$ cat src/hw/rtl/mbp_pkg.sv
// Package: shared types and constants for the MSB-first bit packer.
package mbp_pkg;

  localparam int unsigned CODE_W     = 64;
  localparam int unsigned COUNT_W    = 7;
  localparam int unsigned BYTE_W     = 8;
  localparam int unsigned WORD_W     = CODE_W + BYTE_W;
  localparam int unsigned TOT_W      = 7;
  localparam logic [COUNT_W-1:0] MAX_CODE_BITS = 7'd64;

  typedef enum logic [1:0] {
    CMD_APPEND = 2'd0,
    CMD_FLUSH  = 2'd1,
    CMD_RAW    = 2'd2,
    CMD_NONE   = 2'd3
  } cmd_t;

  typedef enum logic [2:0] {
    ST_IDLE,
    ST_ALIGN,
    ST_EMIT,
    ST_FLUSH,
    ST_RAW
  } state_t;

  typedef enum logic [1:0] {
    SRC_WORD,
    SRC_PEND,
    SRC_RAW
  } src_t;

  typedef struct packed {
    logic load;
    logic align;
    logic emit;
    src_t emit_src;
    logic emit_last;
    logic store_rest;
  } ctrl_cmd_t;

  typedef struct packed {
    cmd_t cmd;
    logic tot_ge8;
    logic tot_lt16;
    logic pend_nz;
    logic out_free;
  } dp_status_t;

endpackage

$ cat src/hw/rtl/mbp_ifs.sv
// Interfaces: input item channel and output byte channel.
interface mbp_in_if;
  logic        valid;
  logic        ready;
  logic [1:0]  cmd;
  logic [63:0] code;
  logic [6:0]  bit_count;
  logic [7:0]  raw_byte;

  modport source (output valid, output cmd, output code, output bit_count,
                  output raw_byte, input ready);
  modport sink (input valid, input cmd, input code, input bit_count,
                input raw_byte, output ready);
endinterface

interface mbp_out_if;
  logic       valid;
  logic       ready;
  logic [7:0] out_byte;
  logic       last;

  modport source (output valid, output out_byte, output last, input ready);
  modport sink (input valid, input out_byte, input last, output ready);
endinterface

$ cat src/hw/rtl/mbp_dpath.sv
// Datapath: pending byte, alignment word, bit counter and output register.
module mbp_dpath (
  input  logic                 clk,
  input  logic                 rst_n,
  input  mbp_pkg::ctrl_cmd_t   ctrl,
  input  logic [1:0]           in_cmd,
  input  logic [63:0]          in_code,
  input  logic [6:0]           in_bit_count,
  input  logic [7:0]           in_raw_byte,
  input  logic                 out_ready,
  output logic                 out_valid,
  output logic [7:0]           out_byte,
  output logic                 out_last,
  output mbp_pkg::dp_status_t  status
);
  import mbp_pkg::*;

  logic [BYTE_W-1:0]  pend_byte_r, pend_byte_nxt;
  logic [2:0]         pend_bits_r, pend_bits_nxt;
  cmd_t               cmd_r;
  logic [BYTE_W-1:0]  raw_r;
  logic [CODE_W-1:0]  code_sh_r;
  logic [TOT_W-1:0]   tot_r, tot_nxt;
  logic [WORD_W-1:0]  word_r, word_nxt;
  logic               out_valid_r, out_valid_nxt;
  logic [BYTE_W-1:0]  out_byte_r, out_byte_nxt;
  logic               out_last_r, out_last_nxt;
  logic [COUNT_W-1:0] nsat;
  logic [COUNT_W-1:0] sh_amt;
  logic [3:0]         pos_amt;

  assign nsat    = (in_bit_count > MAX_CODE_BITS) ? MAX_CODE_BITS : in_bit_count;
  assign sh_amt  = MAX_CODE_BITS - nsat;
  assign pos_amt = 4'd8 - {1'b0, pend_bits_r};

  always_comb begin
    pend_byte_nxt = pend_byte_r;
    pend_bits_nxt = pend_bits_r;
    tot_nxt       = tot_r;
    word_nxt      = word_r;
    out_valid_nxt = out_valid_r & ~out_ready;
    out_byte_nxt  = out_byte_r;
    out_last_nxt  = out_last_r;
    if (ctrl.load) begin
      tot_nxt = TOT_W'({4'b0, pend_bits_r}) + TOT_W'(nsat);
    end
    if (ctrl.align) begin
      word_nxt = {pend_byte_r, {CODE_W{1'b0}}} | ({{BYTE_W{1'b0}}, code_sh_r} << pos_amt);
    end
    if (ctrl.emit) begin
      out_valid_nxt = 1'b1;
      out_last_nxt  = ctrl.emit_last;
      case (ctrl.emit_src)
        SRC_WORD: begin
          out_byte_nxt = word_r[WORD_W-1 -: BYTE_W];
          word_nxt     = word_r << BYTE_W;
          tot_nxt      = tot_r - TOT_W'(BYTE_W);
        end
        SRC_PEND: begin
          out_byte_nxt  = pend_byte_r;
          pend_byte_nxt = '0;
          pend_bits_nxt = '0;
        end
        SRC_RAW: out_byte_nxt = raw_r;
        default: out_byte_nxt = out_byte_r;
      endcase
    end
    if (ctrl.store_rest) begin
      pend_byte_nxt = word_r[WORD_W-1 -: BYTE_W];
      pend_bits_nxt = tot_r[2:0];
    end
  end

  always_ff @(posedge clk) begin
    if (!rst_n) begin
      pend_byte_r <= '0;
      pend_bits_r <= '0;
      out_valid_r <= 1'b0;
    end else begin
      pend_byte_r <= pend_byte_nxt;
      pend_bits_r <= pend_bits_nxt;
      out_valid_r <= out_valid_nxt;
    end
  end

  always_ff @(posedge clk) begin
    if (ctrl.load) begin
      cmd_r     <= cmd_t'(in_cmd);
      raw_r     <= in_raw_byte;
      code_sh_r <= in_code << sh_amt;
    end
    tot_r      <= tot_nxt;
    word_r     <= word_nxt;
    out_byte_r <= out_byte_nxt;
    out_last_r <= out_last_nxt;
  end

  assign out_valid = out_valid_r;
  assign out_byte  = out_byte_r;
  assign out_last  = out_last_r;

  assign status.cmd      = cmd_r;
  assign status.tot_ge8  = (tot_r >= TOT_W'(8));
  assign status.tot_lt16 = (tot_r < TOT_W'(16));
  assign status.pend_nz  = (pend_bits_r != 3'd0);
  assign status.out_free = ~out_valid_r | out_ready;

endmodule

$ cat src/hw/rtl/mbp_ctrl.sv
// Controller: sequences load, align, byte emission and flushes.
module mbp_ctrl (
  input  logic                 clk,
  input  logic                 rst_n,
  input  logic                 in_valid,
  input  logic [1:0]           in_cmd,
  input  mbp_pkg::dp_status_t  status,
  output logic                 in_ready,
  output mbp_pkg::ctrl_cmd_t   ctrl
);
  import mbp_pkg::*;

  state_t state_r, state_nxt;

  always_ff @(posedge clk) begin
    if (!rst_n) begin
      state_r <= ST_IDLE;
    end else begin
      state_r <= state_nxt;
    end
  end

  always_comb begin
    state_nxt       = state_r;
    in_ready        = 1'b0;
    ctrl.load       = 1'b0;
    ctrl.align      = 1'b0;
    ctrl.emit       = 1'b0;
    ctrl.emit_src   = SRC_WORD;
    ctrl.emit_last  = 1'b0;
    ctrl.store_rest = 1'b0;
    case (state_r)
      ST_IDLE: begin
        in_ready = 1'b1;
        if (in_valid) begin
          ctrl.load = 1'b1;
          case (cmd_t'(in_cmd))
            CMD_APPEND: state_nxt = ST_ALIGN;
            CMD_FLUSH:  state_nxt = ST_FLUSH;
            CMD_RAW:    state_nxt = ST_FLUSH;
            default:    state_nxt = ST_IDLE;
          endcase
        end
      end
      ST_ALIGN: begin
        ctrl.align = 1'b1;
        state_nxt  = ST_EMIT;
      end
      ST_EMIT: begin
        if (status.tot_ge8) begin
          if (status.out_free) begin
            ctrl.emit      = 1'b1;
            ctrl.emit_src  = SRC_WORD;
            ctrl.emit_last = status.tot_lt16;
          end
        end else begin
          ctrl.store_rest = 1'b1;
          state_nxt       = ST_IDLE;
        end
      end
      ST_FLUSH: begin
        if (!status.pend_nz) begin
          state_nxt = (status.cmd == CMD_RAW) ? ST_RAW : ST_IDLE;
        end else if (status.out_free) begin
          ctrl.emit      = 1'b1;
          ctrl.emit_src  = SRC_PEND;
          ctrl.emit_last = (status.cmd == CMD_FLUSH);
          state_nxt      = (status.cmd == CMD_RAW) ? ST_RAW : ST_IDLE;
        end
      end
      ST_RAW: begin
        if (status.out_free) begin
          ctrl.emit      = 1'b1;
          ctrl.emit_src  = SRC_RAW;
          ctrl.emit_last = 1'b1;
          state_nxt      = ST_IDLE;
        end
      end
      default: state_nxt = ST_IDLE;
    endcase
  end

endmodule

$ cat src/hw/rtl/msb_first_bit_packer_top.sv
// Top level: MSB-first variable-length bit packer.
//
//   channel   dir  payload                          beat
//   in_ch     in   cmd, code, bit_count, raw_byte   one command
//   out_ch    out  out_byte, last                   one byte
//
// Append: accept, align, then one completed byte per cycle (up to 8)
// while the output is free, then store the leftover. Flush/raw: partial
// byte, then raw byte. Bytes leave through a single output register.
// Output stalls hold the sequencer in place; nothing is dropped. Reset
// (synchronous, active-low) clears the pending bits and the output valid.
module msb_first_bit_packer_top (
  input  logic       clk,
  input  logic       rst_n,
  mbp_in_if.sink     in_ch,
  mbp_out_if.source  out_ch
);
  import mbp_pkg::*;

  ctrl_cmd_t  ctrl;
  dp_status_t status;

  mbp_ctrl u_ctrl (
    .clk      (clk),
    .rst_n    (rst_n),
    .in_valid (in_ch.valid),
    .in_cmd   (in_ch.cmd),
    .status   (status),
    .in_ready (in_ch.ready),
    .ctrl     (ctrl)
  );

  mbp_dpath u_dpath (
    .clk          (clk),
    .rst_n        (rst_n),
    .ctrl         (ctrl),
    .in_cmd       (in_ch.cmd),
    .in_code      (in_ch.code),
    .in_bit_count (in_ch.bit_count),
    .in_raw_byte  (in_ch.raw_byte),
    .out_ready    (out_ch.ready),
    .out_valid    (out_ch.valid),
    .out_byte     (out_ch.out_byte),
    .out_last     (out_ch.last),
    .status       (status)
  );

endmodule

$ cat src/flat_wrapper.sv
// flat-port wrapper written by rule: the top's interface ports become plain ports
module msb_first_bit_packer_top_flat import mbp_pkg::*;
  (clk, rst_n, in_ch_valid, in_ch_cmd, in_ch_code, in_ch_bit_count, in_ch_raw_byte, in_ch_ready, out_ch_valid, out_ch_out_byte, out_ch_last, out_ch_ready);
  mbp_in_if in_ch_i ();
  mbp_out_if out_ch_i ();
  input  logic clk;
  input  logic rst_n;
  input wire logic [$bits(in_ch_i.valid)-1:0] in_ch_valid;
  input wire logic [$bits(in_ch_i.cmd)-1:0] in_ch_cmd;
  input wire logic [$bits(in_ch_i.code)-1:0] in_ch_code;
  input wire logic [$bits(in_ch_i.bit_count)-1:0] in_ch_bit_count;
  input wire logic [$bits(in_ch_i.raw_byte)-1:0] in_ch_raw_byte;
  output wire logic [$bits(in_ch_i.ready)-1:0] in_ch_ready;
  output wire logic [$bits(out_ch_i.valid)-1:0] out_ch_valid;
  output wire logic [$bits(out_ch_i.out_byte)-1:0] out_ch_out_byte;
  output wire logic [$bits(out_ch_i.last)-1:0] out_ch_last;
  input wire logic [$bits(out_ch_i.ready)-1:0] out_ch_ready;
  assign in_ch_i.valid = in_ch_valid;
  assign in_ch_i.cmd = in_ch_cmd;
  assign in_ch_i.code = in_ch_code;
  assign in_ch_i.bit_count = in_ch_bit_count;
  assign in_ch_i.raw_byte = in_ch_raw_byte;
  assign in_ch_ready = in_ch_i.ready;
  assign out_ch_valid = out_ch_i.valid;
  assign out_ch_out_byte = out_ch_i.out_byte;
  assign out_ch_last = out_ch_i.last;
  assign out_ch_i.ready = out_ch_ready;
  msb_first_bit_packer_top u_core (.clk(clk), .rst_n(rst_n), .in_ch(in_ch_i), .out_ch(out_ch_i));
endmodule
$ cat config.mk
export PLATFORM = sky130hd
export DESIGN_NAME = msb_first_bit_packer_top_flat
export DESIGN_NICKNAME = d
export VERILOG_FILES = /design/src/hw/rtl/mbp_pkg.sv /design/src/hw/rtl/mbp_ifs.sv /design/src/hw/rtl/mbp_dpath.sv /design/src/hw/rtl/mbp_ctrl.sv /design/src/hw/rtl/msb_first_bit_packer_top.sv /design/src/flat_wrapper.sv
export SDC_FILE = /design/constraint.sdc
export NUM_CORES = 1
export LEC_CHECK = 0
export ABC_AREA = 1
export BUFFER_PORTS_ARGS = -buffer_cell sky130_fd_sc_hd__buf_4
export CAP_MARGIN = 20
export CORE_ASPECT_RATIO = 0.75
export CORE_MARGIN = 4
export CORE_UTILIZATION = 50
export DETAILED_ROUTE_END_ITERATION = 10
export HOLD_SLACK_MARGIN = 0.1
export PLACE_DENSITY = 0.74
export SYNTH_ARGS = -nofsm -noshare
export SYNTH_HDL_FRONTEND = slang
export SYNTH_SLANG_ARGS = --single-unit
$ cat constraint.sdc
create_clock -name clk -period 5.25 [get_ports clk]
set_input_delay 0.525 -clock clk [delete_from_list [all_inputs] [get_ports clk]]
set_output_delay 0.525 -clock clk [all_outputs]
set_load 0.1 [all_outputs]
==> run summary, run 1 <==
CTS tree = yes
Reg2Reg Launch Point = u_core.u_dpath.pend_bits_r[0]
Crit path required time = 5.58 ns
HPWL reported at the end of detailed placement = 32670 um
Synth Flop Type = dfxtp_1
htree depth = 4
first-pass GRT wire length = 71850 um
share of cells above drive strength 1 = 0.08569
Hold Path Sink = u_core.u_dpath.raw_r[0]
Cells after Synth = 2209
Core ar. = 27200 um2
Pwr per Cell Area = 476.2 nW/um2
Synth Cell Area = 13920 um2
Final Hold Fails = 0
final wirelength = 44620 um
largest net degree at the start of global routing = 76
Reg clk slew, reported paths = 0.06 ns
number of flops mapped to enable cells by yosys = 86
Tightest Hold Check Type = input port to register
commonest non-fill, non-tap cells in the layout = nand3_1, nand2_1, inv_1
Initial Util = 0.5117
multi-input logic area = 8223 um2
Pre-antenna DRT Iters = 6
Setup Skew = 0.009891 ns
Inserted Clock Buffers = 17
DIE HEIGHT = 152.5 um
Final Net Count = 2280
unrepaired setup endpoints after global routing = false
Reg2Reg Setup Slack = 1.96 ns
GRT Resource Usage Total = 0.2818
R2R cell count = 13
status = finished, final reports clean
maximum buffer depth of the clock tree = 2
post-synthesis sequential area ratio = 0.3165
# diodes = 0
Critical Path AT = 3.61 ns
CP Cell Sequence = inv_2 -> buf_4 -> ha_2 -> buf_4 -> inv_1 -> buf_4 -> nand3_1 -> o21ai_0 -> inv_1 -> o21ai_0 -> o22ai_1 -> a21oi_1 -> o21ai_0
Gates resized, CTS repair = 0
setup bufs post-CTS = 0
post-synthesis async set-or-reset flop share = 0
Warnings, synthesis = 0
drt drc = 0
IO Pins = 96
die width = 200.6 um
Starting DRT DRC Count = 1856
crit end category = register
Routed Antenna Nets = 0
WHS Path Cells = 1
post-route setup TNS = 0 ns
Vias/cell = 5.989
via count = 15240
die area = 30600 um2
Worst path max stage delay = 0.49 ns
fmax = 0.3042 GHz
max-cap viol count = 0
root buffer cell = clkbuf_16
Synth cell types = 48
Syn Area/Cell = 6.300 um2
Rows = 52
RePlAce Congestion = 1.019
Post-Place Setup Slack = 1.596 ns
final max-slew violation count = 0
LEAKAGE = 6.925 nW
most common cell after layout, fill and taps aside = nand3_1
storage element area = 4405 um2
WL/cell = 17.53 um
Crit Path Max Fanout = 67
fin crit period = 3.287 ns
grt total ovfl = 0
Filler Cells Inserted = 2739
Worst-Skew Late Latency = 0.45 ns
worst setup margin = 1.963 ns
vias in the first global route = 13460
PortBufs = 95
Worst-Margin Slew = 1.092 ns
post-route clock period utilization = 0.6262
initial antenna violation count = 1
Final setup viols = 0
Slew HR = 0.2718
beginning of the worst hold path = in_ch_raw_byte[0]
Net Count, Synth = 2308
Sink Count = 177
hold buffers post-CTS = 0
Synth Register Bits = 177
maximum vdd drop = 0.3013 mV
CP Class = register to register
Crit-path slowest cell = buf_4
CP Launch Type = register
Worst R2R End = u_core.u_dpath.word_r[12]
Area Overhead vs Synth = 9.566%
state kept, by name, indices dropped and copies added, names as in the netlist:
register,count
u_core.u_dpath.pend_bits_r,3
u_core.u_dpath.word_r,72
u_core.u_dpath.raw_r,8
u_core.u_dpath.cmd_r,2
u_core.u_dpath.out_valid,1
u_core.u_ctrl.state_r,3
u_core.u_dpath.pend_byte_r,8
u_core.u_dpath.tot_r,7
u_core.u_dpath.code_sh_r,64
u_core.u_dpath.out_byte,8
u_core.u_dpath.out_last,1
critical path: cells and delay by family, from the launching register on:
kind            cells  cell delay, ns
compound gates      5            0.80
fa+ha+maj           1            0.39
buf+inv             6            1.48
flops               1            0.32
simple gates        1            0.13
where the power goes:
| part | switching [mW] | internal [mW] | leakage (nW) |
|---|---|---|---|
| Combinational | 2.45 | 1.09 | 5.00 |
| Sequential | 0.254 | 2.06 | 1.60 |
| Clock | 0.560 | 0.850 | 0.324 |
| Total | 3.26 | 4.00 | 6.93 |
area by class of cell:
type	count	share of cell area
Inverter	159	0.03914
Multi-Input combinational cell	1706	0.5393
Clock buffer	22	0.03397
Tap cell	351	0.02880
Sequential cell	177	0.2889
Clock inverter	10	0.009190
Timing Repair Buffer	120	0.06072
routing by layer:
layer	vias to the layer above	GRT usage	routed length [um]
met4	2	0.06092	545
li1	7478	-	-
met2	667	0.4115	19030
met3	51	0.04830	3841
met1	7043	0.4358	21180
met5	-	0	13
through the flow:
step	hold WS (ns)	std cells	total power, mW	util	instance area [um2]
final	0.2528	2545	7.261	0.5607	15250
after CTS	0.2281	2543	7.193	0.5592	15210
after detailed placement	0.4378	2511	5.762	0.5350	14550
after floorplan	0.4249	2209	4.926	-	13920
after global routing	0.2357	2545	7.771	0.5607	15250
after global placement	0.4329	2511	5.710	0.5350	14550
kinds of logic (layout without fill, tap and decap cells):
kind of cell             Yosys count  after routing  synth area share
AND/OR/NAND/NOR                 1359           1359            0.4359
XOR/XNOR                           7              7          0.005485
multiplexers                       2              2          0.001439
AO/OA/AOI/OAI                    324            324            0.1316
adder cells (fa/ha/maj)           14             14           0.01313
flip-flops                       177            177            0.3165
buffers and inverters            326            311           0.09593
cell usage after synthesis (2+ instances only):
| library cell | count | area (um2) |
|---|---|---|
| xor2_1 | 2 | 17.52 |
| nor2_1 | 143 | 536.8 |
| buf_1 | 24 | 90.09 |
| a22oi_1 | 4 | 30.03 |
| nand2_2 | 5 | 31.28 |
| and3_1 | 7 | 43.79 |
| inv_1 | 151 | 566.8 |
| and2_0 | 2 | 12.51 |
| dfxtp_1 | 91 | 1822 |
| a21oi_1 | 71 | 355.3 |
| buf_2 | 59 | 295.3 |
| o22a_1 | 3 | 26.28 |
| o21a_1 | 4 | 30.03 |
| nor2_2 | 3 | 18.77 |
| nand3_1 | 579 | 2898 |
| xnor2_1 | 3 | 26.28 |
| nor2_4 | 2 | 22.52 |
| clkinv_1 | 2 | 7.510 |
| o21ai_1 | 9 | 45.04 |
| nand4_1 | 10 | 62.56 |
| ha_1 | 13 | 162.7 |
| inv_2 | 6 | 22.52 |
| nor3_1 | 11 | 55.05 |
| buf_4 | 8 | 60.06 |
| nand3b_1 | 2 | 15.01 |
| or2_2 | 8 | 50.05 |
| a211oi_1 | 5 | 37.54 |
| o22ai_1 | 49 | 306.5 |
| edfxtp_1 | 86 | 2582 |
| clkbuf_1 | 75 | 281.5 |
| o221ai_1 | 2 | 17.52 |
| and2_1 | 37 | 231.5 |
| a31oi_1 | 49 | 306.5 |
| mux2i_1 | 2 | 20.02 |
| xor2_2 | 2 | 32.53 |
| o211ai_1 | 3 | 22.52 |
| o21ai_0 | 118 | 590.6 |
| nand2_1 | 546 | 2049 |
| o2111ai_1 | 4 | 35.03 |
how the worst max path moves through the flow:
stage,startpoint,endpoint,slack (ns),cells after the start
4_1_cts,u_core.u_dpath.pend_bits_r[0],u_core.u_dpath.word_r[29],1.75,12
6_report,u_core.u_dpath.pend_bits_r[0],u_core.u_dpath.word_r[12],1.96,13
3_3_place_gp,in_ch_bit_count[0],u_core.u_dpath.code_sh_r[31],1.62,12
5_1_grt,u_core.u_dpath.pend_bits_r[0],u_core.u_dpath.word_r[16],1.72,13
3_5_place_dp,in_ch_bit_count[0],u_core.u_dpath.code_sh_r[63],1.60,12
2_1_floorplan,u_core.u_ctrl.state_r[2],u_core.u_dpath.tot_r[6],0.88,9
No activity file was read; power rests on OpenSTA's default activity.
==> run 2: changes to the inputs <==
--- a/config.mk
+++ b/config.mk
@@ -13,7 +13,7 @@
 export CORE_UTILIZATION = 50
 export DETAILED_ROUTE_END_ITERATION = 10
 export HOLD_SLACK_MARGIN = 0.1
-export PLACE_DENSITY = 0.74
+export PLACE_DENSITY = 0.77
 export SYNTH_ARGS = -nofsm -noshare
 export SYNTH_HDL_FRONTEND = slang
 export SYNTH_SLANG_ARGS = --single-unit
==> constraint.sdc (replaced) <==
create_clock -name clk -period 2.75 [get_ports clk]
set_input_delay 0.275 -clock clk [delete_from_list [all_inputs] [get_ports clk]]
set_output_delay 0.275 -clock clk [all_outputs]
set_load 0.1 [all_outputs]
==> run 2 against run 1 <==
Sequential share of layout area down 0.81 points. First-iteration DRC count is 3.9% higher. Maximum frequency rose by 30%. Highest routed layer is now met4. Clock skew down 0.00087 ns. Clock-buffer cell count fell by 4. Hold slack lost 0.011 ns.
==> run summary, run 2 (synthesis results as in run 1) <==
HPWL reported at the end of detailed placement = 33050 um (was 32670 um)
grt total ovfl = 0 (unchanged)
post-route clock period utilization = 0.9194 (was 0.6262)
max-cap viol count = 0 (unchanged)
Inserted Clock Buffers = 17 (unchanged)
die area = 30600 um2 (unchanged)
Final Hold Fails = 0 (unchanged)
CP Launch Type = register (unchanged)
Crit-path slowest cell = dfxtp_1 (was buf_4)
final max-slew violation count = 0 (unchanged)
Reg clk slew, reported paths = 0.06 ns (about the same)
post-route setup TNS = 0 ns (unchanged)
RePlAce Congestion = 0.9940 (was 1.019)
crit end category = register (unchanged)
DIE HEIGHT = 152.5 um (unchanged)
unrepaired setup endpoints after global routing = false (unchanged)
Setup Skew = 0.009018 ns (was 0.009891 ns)
Tightest Hold Check Type = input port to register (unchanged)
CP Cell Sequence = inv_1 -> ha_2 -> ha_1 -> nor3_2 -> inv_1 -> ha_1 -> nand2_2 -> buf_12 -> o21ai_0 -> o22a_1 (was inv_2 -> buf_4 -> ha_2 -> buf_4 -> inv_1 -> buf_4 -> nand3_1 -> o21ai_0 -> inv_1 -> o21ai_0 -> o22ai_1 -> a21oi_1 -> o21ai_0)
Hold Path Sink = u_core.u_dpath.tot_r[6] (was u_core.u_dpath.raw_r[0])
Final setup viols = 0 (unchanged)
root buffer cell = clkbuf_16 (unchanged)
drt drc = 0 (unchanged)
hold buffers post-CTS = 11 (was 0)
beginning of the worst hold path = in_ch_bit_count[6] (was in_ch_raw_byte[0])
Worst path max stage delay = 0.36 ns (was 0.49 ns)
share of cells above drive strength 1 = 0.09547 (was 0.08569)
Pwr per Cell Area = 884.3 nW/um2 (was 476.2 nW/um2)
Rows = 52 (unchanged)
Crit Path Max Fanout = 42 (was 67)
setup bufs post-CTS = 0 (unchanged)
Reg with most FFs = u_core.u_dpath.word_r (unchanged)
Core ar. = 27200 um2 (unchanged)
most common cell after layout, fill and taps aside = nand3_1 (unchanged)
commonest non-fill, non-tap cells in the layout = nand3_1, nand2_1, inv_1 (unchanged)
fin crit period = 2.528 ns (was 3.287 ns)
initial antenna violation count = 0 (was 1)
# diodes = 0 (unchanged)
via count = 15270 (was 15240)
Worst-Margin Slew = 0.6710 ns (was 1.092 ns)
CP Class = register to register (unchanged)
PortBufs = 95 (unchanged)
Pre-antenna DRT Iters = 7 (was 6)
Initial Util = 0.5117 (unchanged)
Worst-Skew Late Latency = 0.46 ns (was 0.45 ns)
IO Pins = 96 (unchanged)
Reg2Reg Launch Point = u_core.u_dpath.pend_bits_r[1] (was u_core.u_dpath.pend_bits_r[0])
total power = 13.87 mW (was 7.261 mW)
LEAKAGE = 7.130 nW (was 6.925 nW)
largest registers = u_core.u_dpath.word_r: 72 flops, u_core.u_dpath.code_sh_r: 64 flops (unchanged)
Reg2Reg Setup Slack = 0.22 ns (was 1.96 ns)
WHS Path Cells = 5 (was 1)
Crit path required time = 3.09 ns (was 5.58 ns)
htree depth = 4 (unchanged)
Gates resized, CTS repair = 0 (unchanged)
Starting DRT DRC Count = 1928 (was 1856)
maximum vdd drop = 0.4584 mV (was 0.3013 mV)
Worst R2R End = u_core.u_dpath.word_r[20] (was u_core.u_dpath.word_r[12])
R2R cell count = 10 (was 13)
Largest register FFs = 72 (unchanged)
Vias/cell = 5.915 (was 5.989)
die width = 200.6 um (unchanged)
status = finished, final reports clean (unchanged)
vias in the first global route = 13510 (was 13460)
largest net degree at the start of global routing = 68 (was 76)
Routed Antenna Nets = 0 (unchanged)
Critical Path AT = 2.87 ns (was 3.61 ns)
WL/cell = 17.16 um (was 17.53 um)
Final Net Count = 2317 (was 2280)
Slew HR = 0.5510 (was 0.2718)
CTS tree = yes (unchanged)
Area Overhead vs Synth = 12.74% (was 9.566%)
maximum buffer depth of the clock tree = 2 (unchanged)
GRT Resource Usage Total = 0.2819 (was 0.2818)
first-pass GRT wire length = 71210 um (was 71850 um)
final wirelength = 44310 um (was 44620 um)
Sink Count = 177 (unchanged)
fmax = 0.3955 GHz (was 0.3042 GHz)
==> run 2: changes by cell type in the layout (fill, tap and decap cells not counted), moves of 2 or more <==
cell | previous run | this run
buf_4 | 118 | 129
inv_4 | 2 | 0
clkbuf_16 | 20 | 17
buf_12 | 2 | 17
inv_6 | 0 | 4
dlygate4sd3_1 | 0 | 11
==> run 2: area by class of cell <==
class                      count  area [um2]
fill                        2700       11510
multi-input combinational   1706        8223
sequential                   177        4405
timing repair buffer         157        1419
inverter                     159       596.8
tap                          351       439.2
clock buffer                  18       429.2
clock inverter                14       177.7
==> run 2: critical path: cells and delay by family, from the launching register on <==
kind,cells,cell delay (ns)
simple gates,2,0.62
compound gates,2,0.32
buf+inv,3,0.48
flops,1,0.36
fa+ha+maj,3,0.62
==> run 2: worst max path at each step <==
stage,slack [ns],cells after the start,startpoint,to
after floorplan,0.04,9,u_core.u_dpath.out_valid,u_core.u_dpath.tot_r[2]
after global placement,0.14,14,in_ch_bit_count[0],u_core.u_dpath.code_sh_r[41]
after detailed placement,0.15,12,in_ch_bit_count[4],u_core.u_dpath.code_sh_r[7]
after CTS,0.26,11,u_core.u_dpath.pend_bits_r[1],u_core.u_dpath.word_r[64]
after global routing,0.06,11,u_core.u_dpath.pend_bits_r[1],u_core.u_dpath.word_r[8]
final,0.22,10,u_core.u_dpath.pend_bits_r[1],u_core.u_dpath.word_r[20]
==> run 2: stage by stage <==
step | utilization | setup WS [ns] | std cells | instance area [um2] | hold slack (ns)
floorplan | - | 0.03856 | 2209 | 13920 | 0.3739
global placement | 0.5506 | 0.1396 | 2539 | 14970 | 0.4350
detailed placement | 0.5506 | 0.1481 | 2539 | 14970 | 0.4389
CTS | 0.5769 | 0.2560 | 2582 | 15690 | 0.2215
global route | 0.5769 | 0.05688 | 2582 | 15690 | 0.2957
finish | 0.5769 | 0.2216 | 2582 | 15690 | 0.2417
==> run 2: where the power goes <==
part | switching, mW | total (mW) | internal, mW | leakage (nW)
logic | 4.68 | 6.94 | 2.26 | 5.24
registers | 0.467 | 4.38 | 3.92 | 1.60
clock network | 1.11 | 2.55 | 1.44 | 0.291
total | 6.26 | 13.9 | 7.62 | 7.13
==> run 2: routing by layer <==
metal | track usage | share of wire | up-vias
met5 | 0 | 0 | -
met4 | 0.06813 | 0.016 | 0
met3 | 0.07319 | 0.095 | 66
met2 | 0.4110 | 0.42 | 656
met1 | 0.4175 | 0.47 | 7005
li1 | - | - | 7546
